**src/rtl/core/zrle_pkg.sv**
```systemverilog
// shared types and constants of the zero-run / literal run-length encoder
`default_nettype none

package zrle_pkg;

   localparam int LIT_DEPTH = 61;
   localparam int MAX_ZERO_RUN = 32767;
   localparam int LEN_W = 15;
   localparam int LIT_IDX_W = $clog2(LIT_DEPTH);
   localparam int CNT_W = $clog2(LIT_DEPTH + 1);

   typedef enum logic [1:0] {
      RUN_NONE = 2'd0,
      RUN_ZERO = 2'd1,
      RUN_LIT  = 2'd2
   } run_kind_type;

   typedef enum logic [3:0] {
      ST_IDLE = 4'b0001,
      ST_HDR  = 4'b0010,
      ST_DATA = 4'b0100,
      ST_PEND = 4'b1000
   } state_type;

   localparam logic ITEM_HEADER = 1'b0;
   localparam logic ITEM_DATA   = 1'b1;

   typedef struct packed {
      logic                 write_en;
      logic                 shift_en;
      logic [LIT_IDX_W-1:0] write_idx;
      logic [7:0]           write_byte;
   } lit_ctrl_type;

endpackage

`default_nettype wire

```
**src/rtl/core/zrle_cell.sv**
```systemverilog
// one byte cell of the literal chain
`default_nettype none

module zrle_cell (
   input  wire logic       clock,
   input  wire logic       shift_en,
   input  wire logic       write_hit,
   input  wire logic [7:0] write_byte,
   input  wire logic [7:0] nbr_byte,
   output logic [7:0]      byte_ff
);

   logic [7:0] byte_in;

   always_comb begin
      byte_in = byte_ff;
      if (shift_en) begin
         byte_in = nbr_byte;
      end else if (write_hit) begin
         byte_in = write_byte;
      end
   end

   always_ff @(posedge clock) begin
      byte_ff <= byte_in;
   end

endmodule

`default_nettype wire

```
**src/rtl/core/zrle_lit_chain.sv**
```systemverilog
// row of byte cells holding the open literal run, drained from cell 0
`default_nettype none

module zrle_lit_chain (
   input  wire logic                  clock,
   input  wire zrle_pkg::lit_ctrl_type ctrl,
   output logic [7:0]                 head_byte
);

   logic [7:0] cell_byte [zrle_pkg::LIT_DEPTH];
   logic [7:0] nbr_byte  [zrle_pkg::LIT_DEPTH];

   for (genvar i = 0; i < zrle_pkg::LIT_DEPTH; i++) begin : g_cell
      logic hit;

      assign hit = ctrl.write_en &&
                   (ctrl.write_idx == zrle_pkg::LIT_IDX_W'(i));

      if (i == zrle_pkg::LIT_DEPTH - 1) begin : g_tail
         assign nbr_byte[i] = 8'd0;
      end else begin : g_mid
         assign nbr_byte[i] = cell_byte[i+1];
      end

      zrle_cell u_cell (
         .clock      (clock),
         .shift_en   (ctrl.shift_en),
         .write_hit  (hit),
         .write_byte (ctrl.write_byte),
         .nbr_byte   (nbr_byte[i]),
         .byte_ff    (cell_byte[i])
      );
   end

   assign head_byte = cell_byte[0];

endmodule

`default_nettype wire

```
**src/rtl/core/zero_run_literal_rle_encoder_top.sv**
```systemverilog
// top level of the zero-run / literal-packet run-length encoder
//
// input channel req_*: one raw byte per transfer, req_end_of_input marks the
// last byte of a stream; the open run is flushed right after that byte.
// result channel rsp_*: header words (item_kind 0) and literal bytes
// (item_kind 1); rsp_last_of_burst flags the final result caused by one input.
// a byte that only extends or opens a run is taken without a stall, so such
// bytes stream at one per cycle with no result.
// a byte that closes a run is parked and holds the input off while the run
// drains through the output register: the header first, then each literal
// byte (at most 61), and last the held byte is filed as a new run.
// literal bytes sit in a row of 61 cells and leave through cell 0, one shift
// per literal result transfer; that drain sets the worst-case input rate.
// between the deciding transfer and its first result lie the state register and the output register.
// reset (synchronous) drops any open run and any pending result.
// while rsp_stall is high the output register holds its item and the drain
// simply waits; no result is lost or repeated.
`default_nettype none

module zero_run_literal_rle_encoder_top (
   input  wire logic        clock,
   input  wire logic        reset,
   input  wire logic        req_valid,
   output logic             req_stall,
   input  wire logic [7:0]  req_data_byte,
   input  wire logic        req_end_of_input,
   output logic             rsp_valid,
   input  wire logic        rsp_stall,
   output logic             rsp_item_kind,
   output logic [15:0]      rsp_item_value,
   output logic             rsp_last_of_burst
);

   localparam int LEN_W = zrle_pkg::LEN_W;
   localparam int CNT_W = zrle_pkg::CNT_W;

   // control state
   zrle_pkg::state_type    state_ff, state_in;
   zrle_pkg::run_kind_type kind_ff, kind_in;
   logic [LEN_W-1:0]       len_ff, len_in;
   logic [CNT_W-1:0]       cnt_ff, cnt_in;
   logic                   pend_ff, pend_in;
   logic                   rsp_valid_ff, rsp_valid_in;

   // held byte that closed the previous run
   logic [7:0]             pend_byte_ff, pend_byte_in;
   logic                   pend_eoi_ff, pend_eoi_in;

   // output register payload
   logic                   rsp_kind_ff, rsp_kind_in;
   logic [15:0]            rsp_value_ff, rsp_value_in;
   logic                   rsp_last_ff, rsp_last_in;

   zrle_pkg::lit_ctrl_type lit_ctrl;
   logic [7:0]             head_byte;

   logic                   out_free;
   logic                   req_lit;
   logic                   at_limit;
   logic                   close_old;
   logic [7:0]             ap_byte;
   logic                   ap_eoi;
   logic                   ap_lit;
   logic                   more_after;
   logic [CNT_W-1:0]       lit_count;

   zrle_lit_chain u_chain (
      .clock     (clock),
      .ctrl      (lit_ctrl),
      .head_byte (head_byte)
   );

   assign out_free  = !rsp_valid_ff || !rsp_stall;
   assign req_stall = (state_ff != zrle_pkg::ST_IDLE);

   // does the arriving byte close the open run
   assign req_lit  = (req_data_byte != 8'd0);
   assign at_limit = req_lit ? (len_ff >= LEN_W'(zrle_pkg::LIT_DEPTH))
                             : (len_ff >= LEN_W'(zrle_pkg::MAX_ZERO_RUN));
   assign close_old = (kind_ff != zrle_pkg::RUN_NONE) &&
                      (((kind_ff == zrle_pkg::RUN_LIT) != req_lit) || at_limit);

   // byte being filed into the run: held one after a drain, else the live one
   assign ap_byte = (state_ff == zrle_pkg::ST_PEND) ? pend_byte_ff : req_data_byte;
   assign ap_eoi  = (state_ff == zrle_pkg::ST_PEND) ? pend_eoi_ff : req_end_of_input;
   assign ap_lit  = (ap_byte != 8'd0);

   // a held end-of-input byte still produces results after this run
   assign more_after = pend_ff && pend_eoi_ff;

   assign lit_count = (len_ff >= LEN_W'(zrle_pkg::LIT_DEPTH)) ?
                      CNT_W'(zrle_pkg::LIT_DEPTH) : CNT_W'(len_ff);

   always_comb begin
      state_in     = state_ff;
      kind_in      = kind_ff;
      len_in       = len_ff;
      cnt_in       = cnt_ff;
      pend_in      = pend_ff;
      pend_byte_in = pend_byte_ff;
      pend_eoi_in  = pend_eoi_ff;
      rsp_valid_in = rsp_valid_ff && rsp_stall;
      rsp_kind_in  = rsp_kind_ff;
      rsp_value_in = rsp_value_ff;
      rsp_last_in  = rsp_last_ff;
      lit_ctrl     = '0;

      case (state_ff)
         zrle_pkg::ST_IDLE: begin
            if (req_valid) begin
               if (close_old) begin
                  // park the byte until the old run has drained
                  pend_in      = 1'b1;
                  pend_byte_in = req_data_byte;
                  pend_eoi_in  = req_end_of_input;
                  state_in     = zrle_pkg::ST_HDR;
               end else begin
                  lit_ctrl.write_en   = ap_lit && (len_ff < LEN_W'(zrle_pkg::LIT_DEPTH));
                  lit_ctrl.write_idx  = len_ff[zrle_pkg::LIT_IDX_W-1:0];
                  lit_ctrl.write_byte = ap_byte;
                  kind_in = ap_lit ? zrle_pkg::RUN_LIT : zrle_pkg::RUN_ZERO;
                  len_in  = len_ff + LEN_W'(1);
                  if (ap_eoi) begin
                     pend_in  = 1'b0;
                     state_in = zrle_pkg::ST_HDR;
                  end
               end
            end
         end

         zrle_pkg::ST_HDR: begin
            if (out_free) begin
               rsp_valid_in = 1'b1;
               rsp_kind_in  = zrle_pkg::ITEM_HEADER;
               rsp_value_in = {(kind_ff == zrle_pkg::RUN_ZERO), len_ff};
               kind_in      = zrle_pkg::RUN_NONE;
               len_in       = '0;
               cnt_in       = lit_count;
               if (kind_ff == zrle_pkg::RUN_LIT) begin
                  rsp_last_in = 1'b0;
                  state_in    = zrle_pkg::ST_DATA;
               end else begin
                  rsp_last_in = !more_after;
                  state_in    = pend_ff ? zrle_pkg::ST_PEND : zrle_pkg::ST_IDLE;
               end
            end
         end

         zrle_pkg::ST_DATA: begin
            if (out_free) begin
               rsp_valid_in      = 1'b1;
               rsp_kind_in       = zrle_pkg::ITEM_DATA;
               rsp_value_in      = {8'd0, head_byte};
               rsp_last_in       = (cnt_ff == CNT_W'(1)) && !more_after;
               lit_ctrl.shift_en = 1'b1;
               cnt_in            = cnt_ff - CNT_W'(1);
               if (cnt_ff == CNT_W'(1)) begin
                  state_in = pend_ff ? zrle_pkg::ST_PEND : zrle_pkg::ST_IDLE;
               end
            end
         end

         zrle_pkg::ST_PEND: begin
            // run registers were cleared by the header, so this opens a fresh run
            pend_in             = 1'b0;
            lit_ctrl.write_en   = ap_lit && (len_ff < LEN_W'(zrle_pkg::LIT_DEPTH));
            lit_ctrl.write_idx  = len_ff[zrle_pkg::LIT_IDX_W-1:0];
            lit_ctrl.write_byte = ap_byte;
            kind_in  = ap_lit ? zrle_pkg::RUN_LIT : zrle_pkg::RUN_ZERO;
            len_in   = len_ff + LEN_W'(1);
            state_in = ap_eoi ? zrle_pkg::ST_HDR : zrle_pkg::ST_IDLE;
         end

         default: begin
            state_in = zrle_pkg::ST_IDLE;
         end
      endcase
   end

   always_ff @(posedge clock) begin
      if (reset) begin
         state_ff     <= zrle_pkg::ST_IDLE;
         kind_ff      <= zrle_pkg::RUN_NONE;
         len_ff       <= '0;
         cnt_ff       <= '0;
         pend_ff      <= 1'b0;
         rsp_valid_ff <= 1'b0;
      end else begin
         state_ff     <= state_in;
         kind_ff      <= kind_in;
         len_ff       <= len_in;
         cnt_ff       <= cnt_in;
         pend_ff      <= pend_in;
         rsp_valid_ff <= rsp_valid_in;
      end
   end

   always_ff @(posedge clock) begin
      pend_byte_ff <= pend_byte_in;
      pend_eoi_ff  <= pend_eoi_in;
      rsp_kind_ff  <= rsp_kind_in;
      rsp_value_ff <= rsp_value_in;
      rsp_last_ff  <= rsp_last_in;
   end

   assign rsp_valid         = rsp_valid_ff;
   assign rsp_item_kind     = rsp_kind_ff;
   assign rsp_item_value    = rsp_value_ff;
   assign rsp_last_of_burst = rsp_last_ff;

endmodule

`default_nettype wire

```
**config.mk**
```make
export PLATFORM = sky130hd
export DESIGN_NAME = zero_run_literal_rle_encoder_top
export DESIGN_NICKNAME = d
export VERILOG_FILES = /design/src/rtl/core/zrle_pkg.sv /design/src/rtl/core/zrle_cell.sv /design/src/rtl/core/zrle_lit_chain.sv /design/src/rtl/core/zero_run_literal_rle_encoder_top.sv
export SDC_FILE = /design/constraint.sdc
export NUM_CORES = 1
export LEC_CHECK = 0
export ABC_AREA = 1
export CORE_MARGIN = 4
export CORE_UTILIZATION = 30
export DETAILED_ROUTE_END_ITERATION = 10
export DONT_BUFFER_PORTS = 1
export REMOVE_ABC_BUFFERS = 1
export SLEW_MARGIN = 20
export SYNTH_ARGS = -nofsm -noshare
export SYNTH_HDL_FRONTEND = slang
export SYNTH_SLANG_ARGS = --single-unit
```
**constraint.sdc**
```tcl
create_clock -name clock -period 6.2 [get_ports clock]
set_clock_uncertainty 0.2 [all_clocks]
set_input_delay 0.31 -clock clock [delete_from_list [all_inputs] [get_ports clock]]
set_output_delay 0.31 -clock clock [all_outputs]
set_load 0.01 [all_outputs]
```
After elaboration in Yosys (flattened, before gate mapping):

Cells that the tools add are included.

* register bits: 544
* logic and storage cells: 466
* input bits: 13
* output and inout port bits: 20

* reductions and logical operators: 144
* order comparisons: 3
* mux-type cells: 170
* equal/unequal tests: 75
* $add $sub $neg: 2

Operators by type and width (count)
* $mux 8: 121
* $eq 6x6->1 const B: 29
* $reduce_bool 2->1: 63
* $eq 6x5->1 const B: 16
* $logic_and 1x1->1: 66
* $eq 6x4->1 const B: 8
* $mux 15: 3
* $pmux 15 s3: 1
* $mux 16: 2
* $mux 4: 8
* $pmux 16 s2: 1
* $mux 14: 2
* $pmux 14 s2: 1
* $eq 6x3->1 const B: 4
* $mux 6: 3
* $mux 1: 16
* $pmux 4 s4: 1
* $reduce_bool 8->1: 2
* $add 15x1->15 const B: 1
* $ge 15x15->1 const B: 1
* $ge 15x6->1 const B: 1
* $lt 15x6->1 const B: 1
* $eq 6x1->1 const B: 2
* $eq 6x2->1 const B: 2
* other kinds (23): 39

Longest topological paths before layout:

Gate-level depths: netlist of the first run.

* depth after elaboration: 11
* gate-level depth with buffers: 16
* gate-level depth less buffers: 15

Hierarchy:

From an unflattened synthesis of the first run, not the netlist that was laid out.

* cells, all modules: 2645
* area, all modules: 24982.7 um^2

Modules (own cells, without submodules)
* zrle_cell: instances 61, cells each 35, area an instance 351.6 um^2, sequential area each 240.2 um^2
* zero_run_literal_rle_encoder_top: instances 1, cells each 408, area an instance 3135.5 um^2, sequential area each 1391.3 um^2
* zrle_lit_chain: instances 1, cells each 102, area an instance 400.4 um^2, sequential area each 0.0 um^2

Worst setup path after synthesis of the first run:

No wires, ideal clock.

* kind: reg-to-reg
* start: register len_ff[1]
* end: register u_chain.g_cell[0].u_cell.byte_ff[0] (enable)
* data arrival time: 2395 ps
* setup time: 384 ps
* path buffers: 1
* setup slack: 3221 ps
* required time: 5616 ps
* cell stages (with the launch flop): 15
* period minus slack after synthesis: 2979 ps
* cells stage by stage: dfxtp_1 ha_1 inv_1 nor3_2 nand2_1 nand2_1 nand2_1 nand2_1 nand3_1 nand2_1 nand2_2 buf_6 o21ai_2 nand3_1 o21ai_0

* longest elaborated chain between the ends: 10
* elaborated cells on any way between the ends: 16
* those cells by class: order compare (3); mux (7); reduce/logical (6)

RTL lines
* from (decl): line zero_run_literal_rle_encoder_top.sv:40 `logic [LEN_W-1:0] len_ff, len_in;`
* from (signal assigned): line zero_run_literal_rle_encoder_top.sv:191 `len_ff <= len_in;`
* $ge 15x15->1 / $ge 15x6->1 (equally long branches): line zero_run_literal_rle_encoder_top.sv:79, zero_run_literal_rle_encoder_top.sv:78
* $mux 1: line zero_run_literal_rle_encoder_top.sv:78 `assign at_limit = req_lit ? (len_ff >= LEN_W'(zrle_pkg::LIT_DEPTH))`
* $logic_or 1x1->1: line zero_run_literal_rle_encoder_top.sv:81 `(((kind_ff == zrle_pkg::RUN_LIT) != req_lit) || at_limit);`
* $logic_and 1x1->1: line zero_run_literal_rle_encoder_top.sv:80 `assign close_old = (kind_ff != zrle_pkg::RUN_NONE) &&`
* $mux 14: line zero_run_literal_rle_encoder_top.sv:111 `if (close_old) begin`
* $mux 14: line zero_run_literal_rle_encoder_top.sv:110 `if (req_valid) begin`
* $pmux 14 s2: line zero_run_literal_rle_encoder_top.sv:108 `case (state_ff)`
* $logic_not 6->1: line zrle_lit_chain.sv:17 `(ctrl.write_idx == zrle_pkg::LIT_IDX_W'(i));`
* $logic_and 1x1->1 (*): line zrle_lit_chain.sv:16 `assign hit = ctrl.write_en &&`
* $reduce_bool 2->1 (no line) (*)
* to (signal assigned): line zrle_cell.sv:25 `byte_ff <= byte_in;`
* to (decl): line zrle_cell.sv:10 `output logic [7:0] byte_ff`

Every way passes the cells marked *; elsewhere a longest branch is shown, timed or not.
A chain may end at the register's enable or synchronous reset.

Worst setup path after layout of the first run:

* start: register state_ff[3]
* end: register u_chain.g_cell[28].u_cell.byte_ff[3] (enable)

* longest elaborated chain between the ends: 9
* elaborated cells on any way between the ends: 14
* those cells by class: eq/ne (4); mux (6); reduce/logical (4)

RTL lines
* from (decl): line zero_run_literal_rle_encoder_top.sv:38 `zrle_pkg::state_type state_ff, state_in;`
* from (signal assigned): line zero_run_literal_rle_encoder_top.sv:182 `state_ff <= zrle_pkg::ST_IDLE;`
* from (signal assigned): line zero_run_literal_rle_encoder_top.sv:189 `state_ff <= state_in;`
* $eq 4x4->1: line zero_run_literal_rle_encoder_top.sv:84, zero_run_literal_rle_encoder_top.sv:108
* $mux 8: line zero_run_literal_rle_encoder_top.sv:84 `assign ap_byte = (state_ff == zrle_pkg::ST_PEND) ? pend_byte_ff : req_data_byte;`
* $reduce_bool 8->1: line zero_run_literal_rle_encoder_top.sv:86 `assign ap_lit = (ap_byte != 8'd0);`
* $logic_and 1x1->1: line zero_run_literal_rle_encoder_top.sv:118, zero_run_literal_rle_encoder_top.sv:166
* $mux 1: line zero_run_literal_rle_encoder_top.sv:111
* $mux 1: line zero_run_literal_rle_encoder_top.sv:110
* $pmux 1 s2: line zero_run_literal_rle_encoder_top.sv:108
* $logic_and 1x1->1: line zrle_lit_chain.sv:16
* $reduce_bool 2->1 (no line) (*)
* to (signal assigned): line zrle_cell.sv:25
* to (decl): line zrle_cell.sv:10

Marked as above.

==> metrics.csv, run 1 <==
stage;metric;value;unit
run_status;status;completed;
placed_design;place.gp.congestion;0.7968;
synthesis;asyncSetResetFlopFracSynth;0;%
synthesis;post_synth_instance_area;22440;um^2
setup_path;worst-r2r-cell-count;13;
synthesis;syn_area_per_cell;10.68;um^2
synthesis;yosys-top-cells-count;nand2_1, edfxtp_1, buf_2, o21ai_0, inv_1;
synthesis;synth.ff_latch_count;544;
die;chipWidth;281.5;um
cts;clock_root_buffer;clkbuf_16;
cells_and_area;finish.utilization;33.74;%
setup_path;critPathCapture;u_chain.g_cell[28].u_cell.byte_ff[3];
timing;max_freq;206.7;MHz
placed_design;dpl.hpwl;28920;um
drt;total_detailed_routing_wirelength;49740;um
grt;grt_overflow_total;0;
timing;post-route-period-util;78.04;%
synthesis;synth_top_area_share;67.83;%
die;initial_core_util;30.20;%
drt;dr_total_vias;14480;
synthesis;synth-seq-area-share;71.13;%
cells_and_area;final_layout_net_count;2092;
pwr;switching_share;23.73;%
cells_and_area;area_growth;11.73;%
grt;global_route_wire_length_before_repair;78960;um
drt;detail-route-antenna-nets;0;
setup_path;critical_path.endpoint_type;flip-flop;
setup_path;critical_path_depth;13;
setup_path;worstPathBufferInverterCount;3;
setup_path;worstSetupStartpoint;state_ff[3];
die;floorplan.die.height;281.5;um
timing;report.final.slew_viol_count;0;
pwr;power_report.internal_total;6.000;mW
setup_path;crit-reg2reg-capture;u_chain.g_cell[28].u_cell.byte_ff[3];
setup_path;crit_path_frequent_cell;nand2_1;
setup_path;worst_path_top_cell_family_by_delay;simple AND/OR/NAND/NOR gates;
synthesis;synth_edf_count;507;
synthesis;unique_cell_type_count_in_the_yosys_netlist;40;
grt;largest_net_degree_at_the_start_of_global_routing;252;
synthesis;synthesis.yosys.warnings;0;
cts;worstSkewPairLatency;590;ps
timing;setup-violations-final;0;
timing;fin_tns_setup;0;ps
setup_path;critical_path_class;reg2reg;
timing;worst_margin_slew;1119;ps
die;die_area;79250;um^2
setup_path;worst_ep_required_time;6200;ps
cts;post-cts-setup-buffers;0;
drt;drt_first_pass_iters;5;
cts;cts.reportedPaths.clkPinSlew;70;ps
setup_path;crit_path_cell_trace;inv_1 -> nor2_2 -> nand2_2 -> inv_1 -> nand2_1 -> nand2_1 -> nor2_1 -> dlygate4sd3_1 -> nand2_1 -> nor2_1 -> nor2_4 -> nand4_1 -> o21ai_0;
cells_and_area;layout-drive-gt1-share;6.418;%
cts;ctsHtreeMaxLevel;2;
drt;remaining_drc_errors;0;
job;cap_violations;0;
drt;routedWlPerCell;16.11;um
pwr;share_clk_of_total_power;39.3;%
timing;final_period_minus_worst_setup_slack;4839;ps
placed_design;dpl_cells;2972;
grt;antenna_found_initial;0;
synthesis;post-synth-top-area-cell;edfxtp_1;
setup_path;critical_path.max_stage_delay;1200;ps
die;std_cell_core_area;74320;um^2
grt;global_route.usage.total;12.40;%
cts;cts.sink_count;544;
synthesis;yosys_most_used_dff;edfxtp_1;
cts;cts_buffers;54;
synthesis;synthMostInstantiatedCell;nand2_1;
pwr;power.share.sequential;53.1;%
cts;clock_path_buffers;3;
pwr;netSwitchingPower;1.867;mW
setup_path;launch_point_of_the_worst_reg_to_reg_path;state_ff[3];
cts;tritoncts;built;
cells_and_area;final-instance-count-excl-fill;3088;
setup_path;critical_path_slowest_stage_cell;o21ai_0;
timing;slew_headroom;25.37;%
drt;detail_route.vias_per_cell;4.690;
pwr;ir_drop;0.2136;mV
pwr;power_density;313.7;nW/um^2
drt;dr.first_iter.drc_count;1300;
synthesis;yosys-top-cells-area;edfxtp_1, nand2_1, dfxtp_1, buf_2, o21ai_0;
setup_path;r2r_slack;1360;ps
timing;grt_setup_unrepaired;false;
worst_hold_path;hold_path.class;in2reg;
setup_path;critPathLaunchType;flip-flop;
placed_design;place.port_buffers;0;
die;top_level_ports;33;
pwr;power.combinational.fraction;7.6;%
die;core.rowCount;100;
pwr;p_leak;10.16;nW
setup_path;timing.critical_path.arrival;4840;ps
grt;first_global_vias;14190;
cells_and_area;antenna-diode-count;0;
synthesis;post_synth_inst_count;2102;
timing;timing_hold_violations_final;0;
setup_path;critical_path.max_fanout;24;
==> cell families after synthesis <==
logic type | synth area share [%]
and+or+nand+nor | 20.89
DFF | 71.13
buffers and inverters | 4.181
AOI/OAI and AO/OA | 3.295
xor gates and xnor gates | 0.2732
adders and majority gates | 0.2230
==> tightest hold or removal path, stage by stage <==
cell and delay (ps):
nand2_1 40, o21ai_0 110, o22ai_1 160, o21ai_0 110
o211ai_1 90
==> sequential cells by signal, indices dropped and copies added (netlist names) <==
| name | cells |
|---|---|
| rsp_item_value | 16 |
| pend_eoi_ff | 1 |
| len_ff | 15 |
| u_chain.g_cell.u_cell.byte_ff | 488 |
| rsp_last_of_burst | 1 |
| pend_ff | 1 |
| state_ff | 4 |
| pend_byte_ff | 8 |
| kind_ff | 2 |
| rsp_item_kind | 1 |
| cnt_ff | 6 |
| rsp_valid | 1 |
==> power by group through the flow <==
| stage | clock, mW | sequential [mW] | combinational, mW |
|---|---|---|---|
| 2_1_floorplan | 0 | 4.25 | 0.388 |
| 3_3_place_gp | 0 | 4.25 | 0.571 |
| 3_5_place_dp | 0 | 4.25 | 0.581 |
| 4_1_cts | 3.17 | 4.17 | 0.598 |
| 5_1_grt | 3.33 | 4.18 | 0.674 |
| 6_report | 3.10 | 4.17 | 0.598 |
==> worst min path at each step <==
stage | from | slack (ps) | cells after the start | endpoint
finish | req_end_of_input | 60 | 5 | state_ff[0]
global route | req_end_of_input | 90 | 6 | state_ff[3]
global placement | reset | 180 | 1 | kind_ff[1]
CTS | req_end_of_input | 10 | 6 | state_ff[3]
detailed placement | reset | 190 | 1 | len_ff[9]
floorplan | reset | 180 | 1 | cnt_ff[2]
==> metrics by stage <==
stage | total power [mW] | setup WS [ps] | hold slack, ps | area (um^2)
2_1_floorplan | 4.634 | -18450 | 179.1 | 21810
3_3_place_gp | 4.823 | 1785 | 182.6 | 23250
3_5_place_dp | 4.834 | 1757 | 185.9 | 23260
4_1_cts | 7.938 | 1444 | 13.15 | 25070
5_1_grt | 8.177 | 993.7 | 89.51 | 25080
6_report | 7.867 | 1361 | 62.75 | 25080
==> timing repair <==
action,in CTS,in global routing
hold endpoints to repair,49,0
hold buffers,16,0
gates resized for setup,0,0
==> layer usage <==
metal  vias up  GRT usage, %  share of wire [%]
li1       6869             -                  -
met1      7050         17.33                 46
met2       486         19.41                 45
met3        78         2.683                6.8
met4         0         3.891                2.3
met5         -             0                  0
==> cell type report <==
| type | instances | area, um^2 |
|---|---|---|
| fillers | 7440 | 49240 |
| flip-flops and latches | 544 | 15970 |
| multi-input cells | 1350 | 5557 |
| clock buffers | 69 | 1429 |
| well taps | 969 | 1212 |
| repair buffers | 44 | 386.6 |
| inverters | 81 | 304.0 |
| clock inverters | 31 | 222.7 |
==> placed cells by master, fill, tap and decap left out, types with 16 or more instances in the layout <==
| cell type | n |
|---|---|
| o21ai_0 | 49 |
| clkbuf_16 | 55 |
| inv_1 | 72 |
| a21oi_1 | 21 |
| edfxtp_1 | 507 |
| nand3_1 | 21 |
| nor2_1 | 63 |
| o21ai_1 | 46 |
| dfxtp_1 | 37 |
| nand2_1 | 1065 |
| dlygate4sd3_1 | 16 |
| buf_4 | 26 |
No activity file was read; power rests on OpenSTA's default activity.
==> inputs of run 2 (changes only) <==
==> constraint.sdc (replaced) <==
create_clock -name clock -period 4 [get_ports clock]
set_clock_uncertainty 0.2 [all_clocks]
set_input_delay 0.2 -clock clock [delete_from_list [all_inputs] [get_ports clock]]
set_output_delay 0.2 -clock clock [all_outputs]
set_load 0.01 [all_outputs]
==> metrics.csv, run 2 (synthesis results as in run 1) <==
stage;metric;value;unit;change
run_status;status;completed;;
pwr;total_power;12.49;mW;+59%
setup_path;critPathLaunchType;flip-flop;;
die;top_level_ports;33;;unchanged
grt;grt_overflow_total;0;;unchanged
pwr;power.combinational.fraction;8.0;%;+0.4 points
job;cap_violations;0;;unchanged
timing;max_freq;268.4;MHz;+30%
drt;total_detailed_routing_wirelength;49440;um;-0.61%
cts;cts.sink_count;544;;unchanged
timing;fin_tns_setup;0;ps;unchanged
setup_path;worst_ep_required_time;4030;ps;-2170 ps
drt;remaining_drc_errors;0;;unchanged
pwr;netSwitchingPower;2.903;mW;+56%
cts;post-cts-setup-buffers;0;;unchanged
timing;worst_margin_slew;906.1;ps;-213.3 ps
cells_and_area;layout_commonest_cell;nand2_1;;
setup_path;critical_path.endpoint_type;flip-flop;;
setup_path;crit_path_frequent_cell;nand2_1;;
setup_path;critical_path_slowest_stage_cell;o21ai_1;;
grt;global_route.usage.total;12.29;%;-0.11 points
cts;cts_buffers;56;;+3.7%
cells_and_area;most-common-layout-cells;nand2_1, edfxtp_1, o21ai_0;;
cells_and_area;area_growth;14.83;%;
placed_design;dpl.hpwl;30350;um;+4.9%
grt;global_route_wire_length_before_repair;79070;um;+0.15%
worst_hold_path;hold_path.class;in2reg;;
grt;antenna_found_initial;0;;unchanged
pwr;p_leak;10.60;nW;+4.3%
die;die_area;79250;um^2;unchanged
die;floorplan.die.height;281.5;um;unchanged
cells_and_area;filler_cell_count;7423;;-0.23%
pwr;ir_drop;0.3539;mV;+66%
cts;ctsHtreeMaxLevel;2;;unchanged
cells_and_area;layout-drive-gt1-share;9.145;%;+2.7 points
cts;clock_root_buffer;clkbuf_16;;
pwr;power_density;484.8;nW/um^2;+55%
cells_and_area;antenna-diode-count;0;;unchanged
setup_path;crit_path_cell_trace;inv_1 -> nor2_2 -> nand2_2 -> inv_1 -> nand2_1 -> nand2_1 -> nor2_1 -> dlygate4sd3_1 -> nand2_1 -> nor2_1 -> nor2_4 -> nand2_1 -> nor2_2 -> nand2_2 -> o21ai_1;;
cts;clock_path_buffers;3;;unchanged
placed_design;place.port_buffers;0;;unchanged
drt;dr.first_iter.drc_count;1344;;+3.4%
grt;largest_net_degree_at_the_start_of_global_routing;167;;-34%
setup_path;critical_path_class;reg2reg;;
die;chipWidth;281.5;um;unchanged
drt;detail_route.vias_per_cell;4.637;;-1.1%
drt;detail-route-antenna-nets;0;;unchanged
cells_and_area;largest_register_ffs;488;;unchanged
setup_path;worst-r2r-cell-count;15;;+2
timing;timing_hold_violations_final;0;;unchanged
pwr;power.share.sequential;51.8;%;-1.3 points
pwr;share_clk_of_total_power;40.2;%;+0.9 points
cts;tritoncts;built;;
drt;routedWlPerCell;15.72;um;-2.4%
timing;final_period_minus_worst_setup_slack;3726;ps;-1113 ps
setup_path;timing.critical_path.arrival;3750;ps;-1090 ps
placed_design;place.gp.congestion;0.8803;;+10%
setup_path;critical_path.max_fanout;12;;-50%
setup_path;critical_path.max_stage_delay;780;ps;-420 ps
grt;first_global_vias;14520;;+2.3%
cts;cts.reportedPaths.clkPinSlew;60;ps;about the same
timing;grt_setup_unrepaired;false;;
pwr;power_report.internal_total;9.590;mW;+60%
timing;report.final.slew_viol_count;0;;unchanged
cts;worstSkewPairLatency;610;ps;+20 ps
cells_and_area;final_layout_net_count;2151;;+2.8%
setup_path;r2r_slack;270;ps;-1090 ps
worst_hold_path;hold-path-cell-count;1;;-4
timing;slew_headroom;39.19;%;+14 points
timing;post-route-period-util;93.14;%;+15 points
timing;setup-violations-final;0;;unchanged
drt;drt_first_pass_iters;5;;unchanged
cells_and_area;largest_register;u_chain.g_cell.u_cell.byte_ff;;
drt;dr_total_vias;14580;;+0.70%
die;initial_core_util;30.20;%;unchanged
pwr;switching_share;23.24;%;-0.49 points
die;core.rowCount;100;;unchanged
die;std_cell_core_area;74320;um^2;unchanged
-- run 2: cell types whose count changed in the layout (fill, tap and decap cells not counted), sizes merged --
cell / previous run / this run
buf: 28 / 85
bufinv: 2 / 5
clkbuf: 69 / 65
clkinv: 20 / 27
clkinvlp: 8 / 4
inv: 82 / 80
-- run 2: power by group through the flow --
stage | Combinational [mW] | Clock (mW) | Sequential (mW)
after floorplan | 0.602 | 0 | 6.58
after global placement | 0.951 | 0 | 6.59
after detailed placement | 0.973 | 0 | 6.59
after CTS | 1.00 | 5.16 | 6.47
after global routing | 1.12 | 5.39 | 6.47
final | 1.00 | 5.02 | 6.47
-- run 2: layout make-up --
type	count	area, um^2	share of cell area, %
Clock buffer	65	1435	5.569
Clock inverter	35	330.3	1.282
Inverter	81	304.0	1.180
Multi-Input combinational cell	1350	5564	21.59
Sequential cell	544	15970	61.95
Tap cell	969	1212	4.704
Timing Repair Buffer	101	960.9	3.729
-- run 2: timing repair --
action | in CTS | in global routing
hold buffers | 16 | 0
gates resized for setup | 0 | 2
endpoints found under the setup margin | 0 | 16
endpoints found under the hold margin | 77 | 0
-- run 2: worst paths after layout --
check | from | to
setup / recovery | state_ff[3] | u_chain.g_cell[40].u_cell.byte_ff[1]
setup reg to reg | state_ff[3] | u_chain.g_cell[40].u_cell.byte_ff[1]
hold reg to reg | cnt_ff[2] | cnt_ff[2]
hold / removal | req_end_of_input | pend_eoi_ff
-- run 2: worst max-delay path, delay by kind of cell (launching register included) --
family | cells | cell delay, ps
AO/OA/AOI/OAI | 1 | 780
buffers and inverters | 3 | 780
flip-flops | 1 | 390
AND/OR/NAND/NOR | 11 | 1190
-- run 2: per-stage QoR --
stage	utilization, %	hold slack (ps)	cell area, um^2	setup WS, ps	instances
2_1_floorplan	-	69.07	21810	-20650	1975
3_3_place_gp	32.08	73.11	23840	270.9	3029
3_5_place_dp	32.08	75.80	23840	422.0	3029
4_1_cts	34.67	5.506	25760	54.47	3145
5_1_grt	34.68	36.61	25770	0.2780	3145
6_report	34.68	38.58	25770	274.4	3145
-- run 2: routing by layer --
layer / routed length (um) / part of all wire [%] / global-route usage [%] / vias to the layer above
li1: - / - / - / 6975
met2: 22550 / 46 / 19.67 / 411
met4: 1521 / 3.1 / 4.228 / 0
met3: 2737 / 5.5 / 2.302 / 104
met5: 0 / 0 / 0 / -
met1: 22630 / 46 / 16.87 / 7094
==> inputs of run 3 (changes only) <==
--- a/config.mk
+++ b/config.mk
@@ -5,7 +5,6 @@
 export SDC_FILE = /design/constraint.sdc
 export NUM_CORES = 1
 export LEC_CHECK = 0
-export ABC_AREA = 1
 export CORE_MARGIN = 4
 export CORE_UTILIZATION = 30
 export DETAILED_ROUTE_END_ITERATION = 10
==> metrics.csv, run 3 <==
stage;metric;value;unit;change
run_status;status;completed;;
timing;timing_hold_violations_final;0;;unchanged
setup_path;critical_path.max_fanout;12;;unchanged
pwr;p_leak;11.59;nW;+9.4%
grt;first_global_vias;13020;;-10%
synthesis;yosys-top-cells-count;edfxtp_1, a21o_1, buf_2, nand2_1, o21a_1;;
cells_and_area;filler_cell_count;7113;;-4.2%
drt;routedWlPerCell;19.85;um;+26%
synthesis;unique_cell_type_count_in_the_yosys_netlist;68;;+70%
synthesis;yosys-top-cells-area;edfxtp_1, a21o_1, dfxtp_1, buf_2, o21a_1;;
cts;post-cts-setup-buffers;0;;unchanged
cells_and_area;antenna-diode-count;0;;unchanged
timing;worst_margin_slew;1079;ps;+173.1 ps
cts;worstSkewPairLatency;610;ps;about the same
worst_hold_path;timing.hold.worst_endpoint;pend_byte_ff[0];;
setup_path;critical_path.max_stage_delay;730;ps;-50 ps
setup_path;worst-r2r-cell-count;7;;-8
timing;grt_setup_unrepaired;false;;
timing;hold_ws;94.81;ps;+56.23 ps
grt;largest_net_degree_at_the_start_of_global_routing;170;;+1.8%
drt;dr.first_iter.drc_count;1168;;-13%
cells_and_area;layout-drive-gt1-share;15.87;%;+6.7 points
worst_hold_path;hold_path.class;in2reg;;
setup_path;r2r_slack;430;ps;+160 ps
cells_and_area;layout_commonest_cell;edfxtp_1;;
pwr;power_density;542.1;nW/um^2;+12%
cells_and_area;largest_register;u_chain.g_cell.u_cell.byte_ff;;
cells_and_area;finish.utilization;34.80;%;+0.12 points
setup_path;worst_path_top_cell_family_by_delay;compound AO/OA/AOI/OAI gates;;
timing;max_freq;280.1;MHz;+4.4%
cells_and_area;ff_latch_area;15970;um^2;unchanged
die;std_cell_core_area;74570;um^2;+0.34%
synthesis;synth.ff_latch_count;544;;unchanged
synthesis;synthesis.yosys.warnings;0;;unchanged
synthesis;post_synth_inst_count;1515;;-28%
pwr;power.share.sequential;47.8;%;-4.0 points
cells_and_area;total_area_of_multi_input_combinational_cells;5941;um^2;+6.8%
synthesis;synth-seq-area-share;70.67;%;-0.46 points
cells_and_area;final_layout_net_count;1545;;-28%
synthesis;syn_area_per_cell;14.91;um^2;+40%
placed_design;place.gp.congestion;0.7912;;-10%
synthesis;synth_edf_count;507;;unchanged
pwr;share_clk_of_total_power;37.5;%;-2.7 points
cts;ctsHtreeMaxLevel;2;;unchanged
drt;drt_first_pass_iters;5;;unchanged
drt;remaining_drc_errors;0;;unchanged
pwr;ir_drop;0.3131;mV;-12%
setup_path;worst_ep_required_time;4030;ps;about the same
cts;cts_buffers;55;;-1.8%
synthesis;asyncSetResetFlopFracSynth;0;%;unchanged
timing;report.final.slew_viol_count;0;;unchanged
worst_hold_path;hold-path-cell-count;1;;unchanged
cts;tritoncts;built;;
drt;detail_route.vias_per_cell;5.113;;+10%
cts;cts.reportedPaths.clkPinSlew;60;ps;about the same
pwr;power_report.internal_total;10.58;mW;+10%
timing;final_period_minus_worst_setup_slack;3570;ps;-155.6 ps
pwr;netSwitchingPower;3.484;mW;+20%
cts;ctsHoldBuffers;13;;-3
cts;clock_root_buffer;clkbuf_16;;
cells_and_area;area_growth;14.87;%;about the same
drt;detail-route-antenna-nets;0;;unchanged
grt;global_route.usage.total;12.53;%;+0.24 points
pwr;switching_share;24.76;%;+1.5 points
timing;post-route-period-util;89.25;%;-3.9 points
die;chipWidth;282.4;um;+0.32%
synthesis;post-synth-top-area-cell;edfxtp_1;;
die;die_area;79760;um^2;+0.63%
setup_path;critical_path.endpoint_type;flip-flop;;
grt;global_route_wire_length_before_repair;78650;um;-0.53%
synthesis;yosys_most_used_dff;edfxtp_1;;
die;core.rowCount;100;;unchanged
setup_path;crit_path_cell_trace;ha_1 -> nor3_1 -> o21ai_0 -> o32a_1 -> a21oi_2 -> o2111ai_1 -> o21ai_1;;
job;cap_violations;0;;unchanged
timing;slew_headroom;28.05;%;-11 points
cts;cts.sink_count;544;;unchanged
setup_path;worstPathBufferInverterCount;0;;-3
cts;cts_resized;0;;unchanged
setup_path;timing.critical_path.arrival;3600;ps;-150 ps
placed_design;dpl.hpwl;28670;um;-5.5%
drt;dr_total_vias;13010;;-11%
synthesis;post_synth_instance_area;22590;um^2;+0.65%
cells_and_area;most-common-layout-cells;edfxtp_1, a21o_1, buf_4;;
drt;total_detailed_routing_wirelength;50500;um;+2.2%
placed_design;place.port_buffers;0;;unchanged
cts;clock_path_buffers;3;;unchanged
worst_hold_path;min-delay-start;req_data_byte[0];;
die;top_level_ports;33;;unchanged
cells_and_area;largest_register_ffs;488;;unchanged
setup_path;critical_path_slowest_stage_cell;o21ai_1;;
setup_path;crit-reg2reg-capture;u_chain.g_cell[57].u_cell.byte_ff[4];;
synthesis;synth_top_area_share;67.39;%;-0.44 points
pwr;power.combinational.fraction;14.8;%;+6.8 points
die;initial_core_util;30.29;%;+0.095 points
grt;antenna_found_initial;0;;unchanged
synthesis;synthMostInstantiatedCell;edfxtp_1;;
setup_path;critical_path_class;reg2reg;;
grt;grt_overflow_total;0;;unchanged
setup_path;worstSetupStartpoint;len_ff[0];;
setup_path;critPathLaunchType;flip-flop;;
timing;setup-violations-final;0;;unchanged
die;floorplan.die.height;282.4;um;+0.32%
setup_path;launch_point_of_the_worst_reg_to_reg_path;len_ff[0];;
==> run 3: changes by cell type after synthesis, sizes merged, moves of 8 or more <==
cell    delta
nand2   -1012
o41ai     +28
or4        +8
o21a      +59
nand3     -14
o21ai     -43
inv       -62
nor3      -12
or3       +12
clkbuf    +25
a21o     +420
and2      +17
nor2      -47
nand4     -12
==> run 3: power by group through the flow <==
| stage | registers (mW) | logic, mW | clock network (mW) |
|---|---|---|---|
| 2_1_floorplan | 6.82 | 1.42 | 0 |
| 3_3_place_gp | 6.84 | 2.01 | 0 |
| 3_5_place_dp | 6.84 | 2.02 | 0 |
| 4_1_cts | 6.72 | 2.07 | 5.38 |
| 5_1_grt | 6.73 | 2.26 | 5.64 |
| 6_report | 6.72 | 2.08 | 5.27 |
==> run 3: how the worst max path moves through the flow <==
stage	to	slack [ps]	cells after the start
floorplan	u_chain.g_cell[0].u_cell.byte_ff[1]	-11860	4
global placement	u_chain.g_cell[57].u_cell.byte_ff[6]	390	7
detailed placement	u_chain.g_cell[58].u_cell.byte_ff[5]	470	7
CTS	u_chain.g_cell[57].u_cell.byte_ff[7]	450	7
global route	u_chain.g_cell[57].u_cell.byte_ff[7]	200	7
finish	u_chain.g_cell[57].u_cell.byte_ff[4]	430	7
==> run 3: per-layer routing <==
layer	track usage, %	vias up	routed length, um
met3	2.195	76	2867
met2	19.16	383	22560
met5	0	-	0
met4	3.550	0	1108
met1	18.37	6711	23960
li1	-	5838	-
==> run 3: metrics by stage <==
| step | setup TNS [ps] | total power [mW] | setup WS (ps) | cells | instance area, um^2 |
|---|---|---|---|---|---|
| final | 0 | 14.07 | 430.0 | 2544 | 25950 |
| after global routing | 0 | 14.63 | 199.4 | 2544 | 25950 |
| after CTS | 0 | 14.18 | 446.3 | 2544 | 25950 |
| after detailed placement | 0 | 8.863 | 471.5 | 2427 | 23940 |
| after global placement | 0 | 8.841 | 390.1 | 2427 | 23940 |
| after floorplan | -5761880 | 8.242 | -11860 | 1364 | 21890 |
==> run 3: kinds of logic after synthesis <==
logic type,count (synthesis),synth area share [%]
buf+inv,163,3.295
fa+ha+maj,4,0.2216
flops,544,70.67
xor+xnor,4,0.1551
compound gates,628,21.42
simple gates,164,3.838
mux,8,0.3933
==> run 3: layout make-up <==
type | instances | share of cell area (%)
timing repair buffer | 107 | 3.510
sequential | 544 | 61.52
tap | 969 | 4.672
multi-input combinational | 808 | 22.89
clock inverter | 34 | 1.432
clock buffer | 70 | 5.796
inverter | 12 | 0.1736
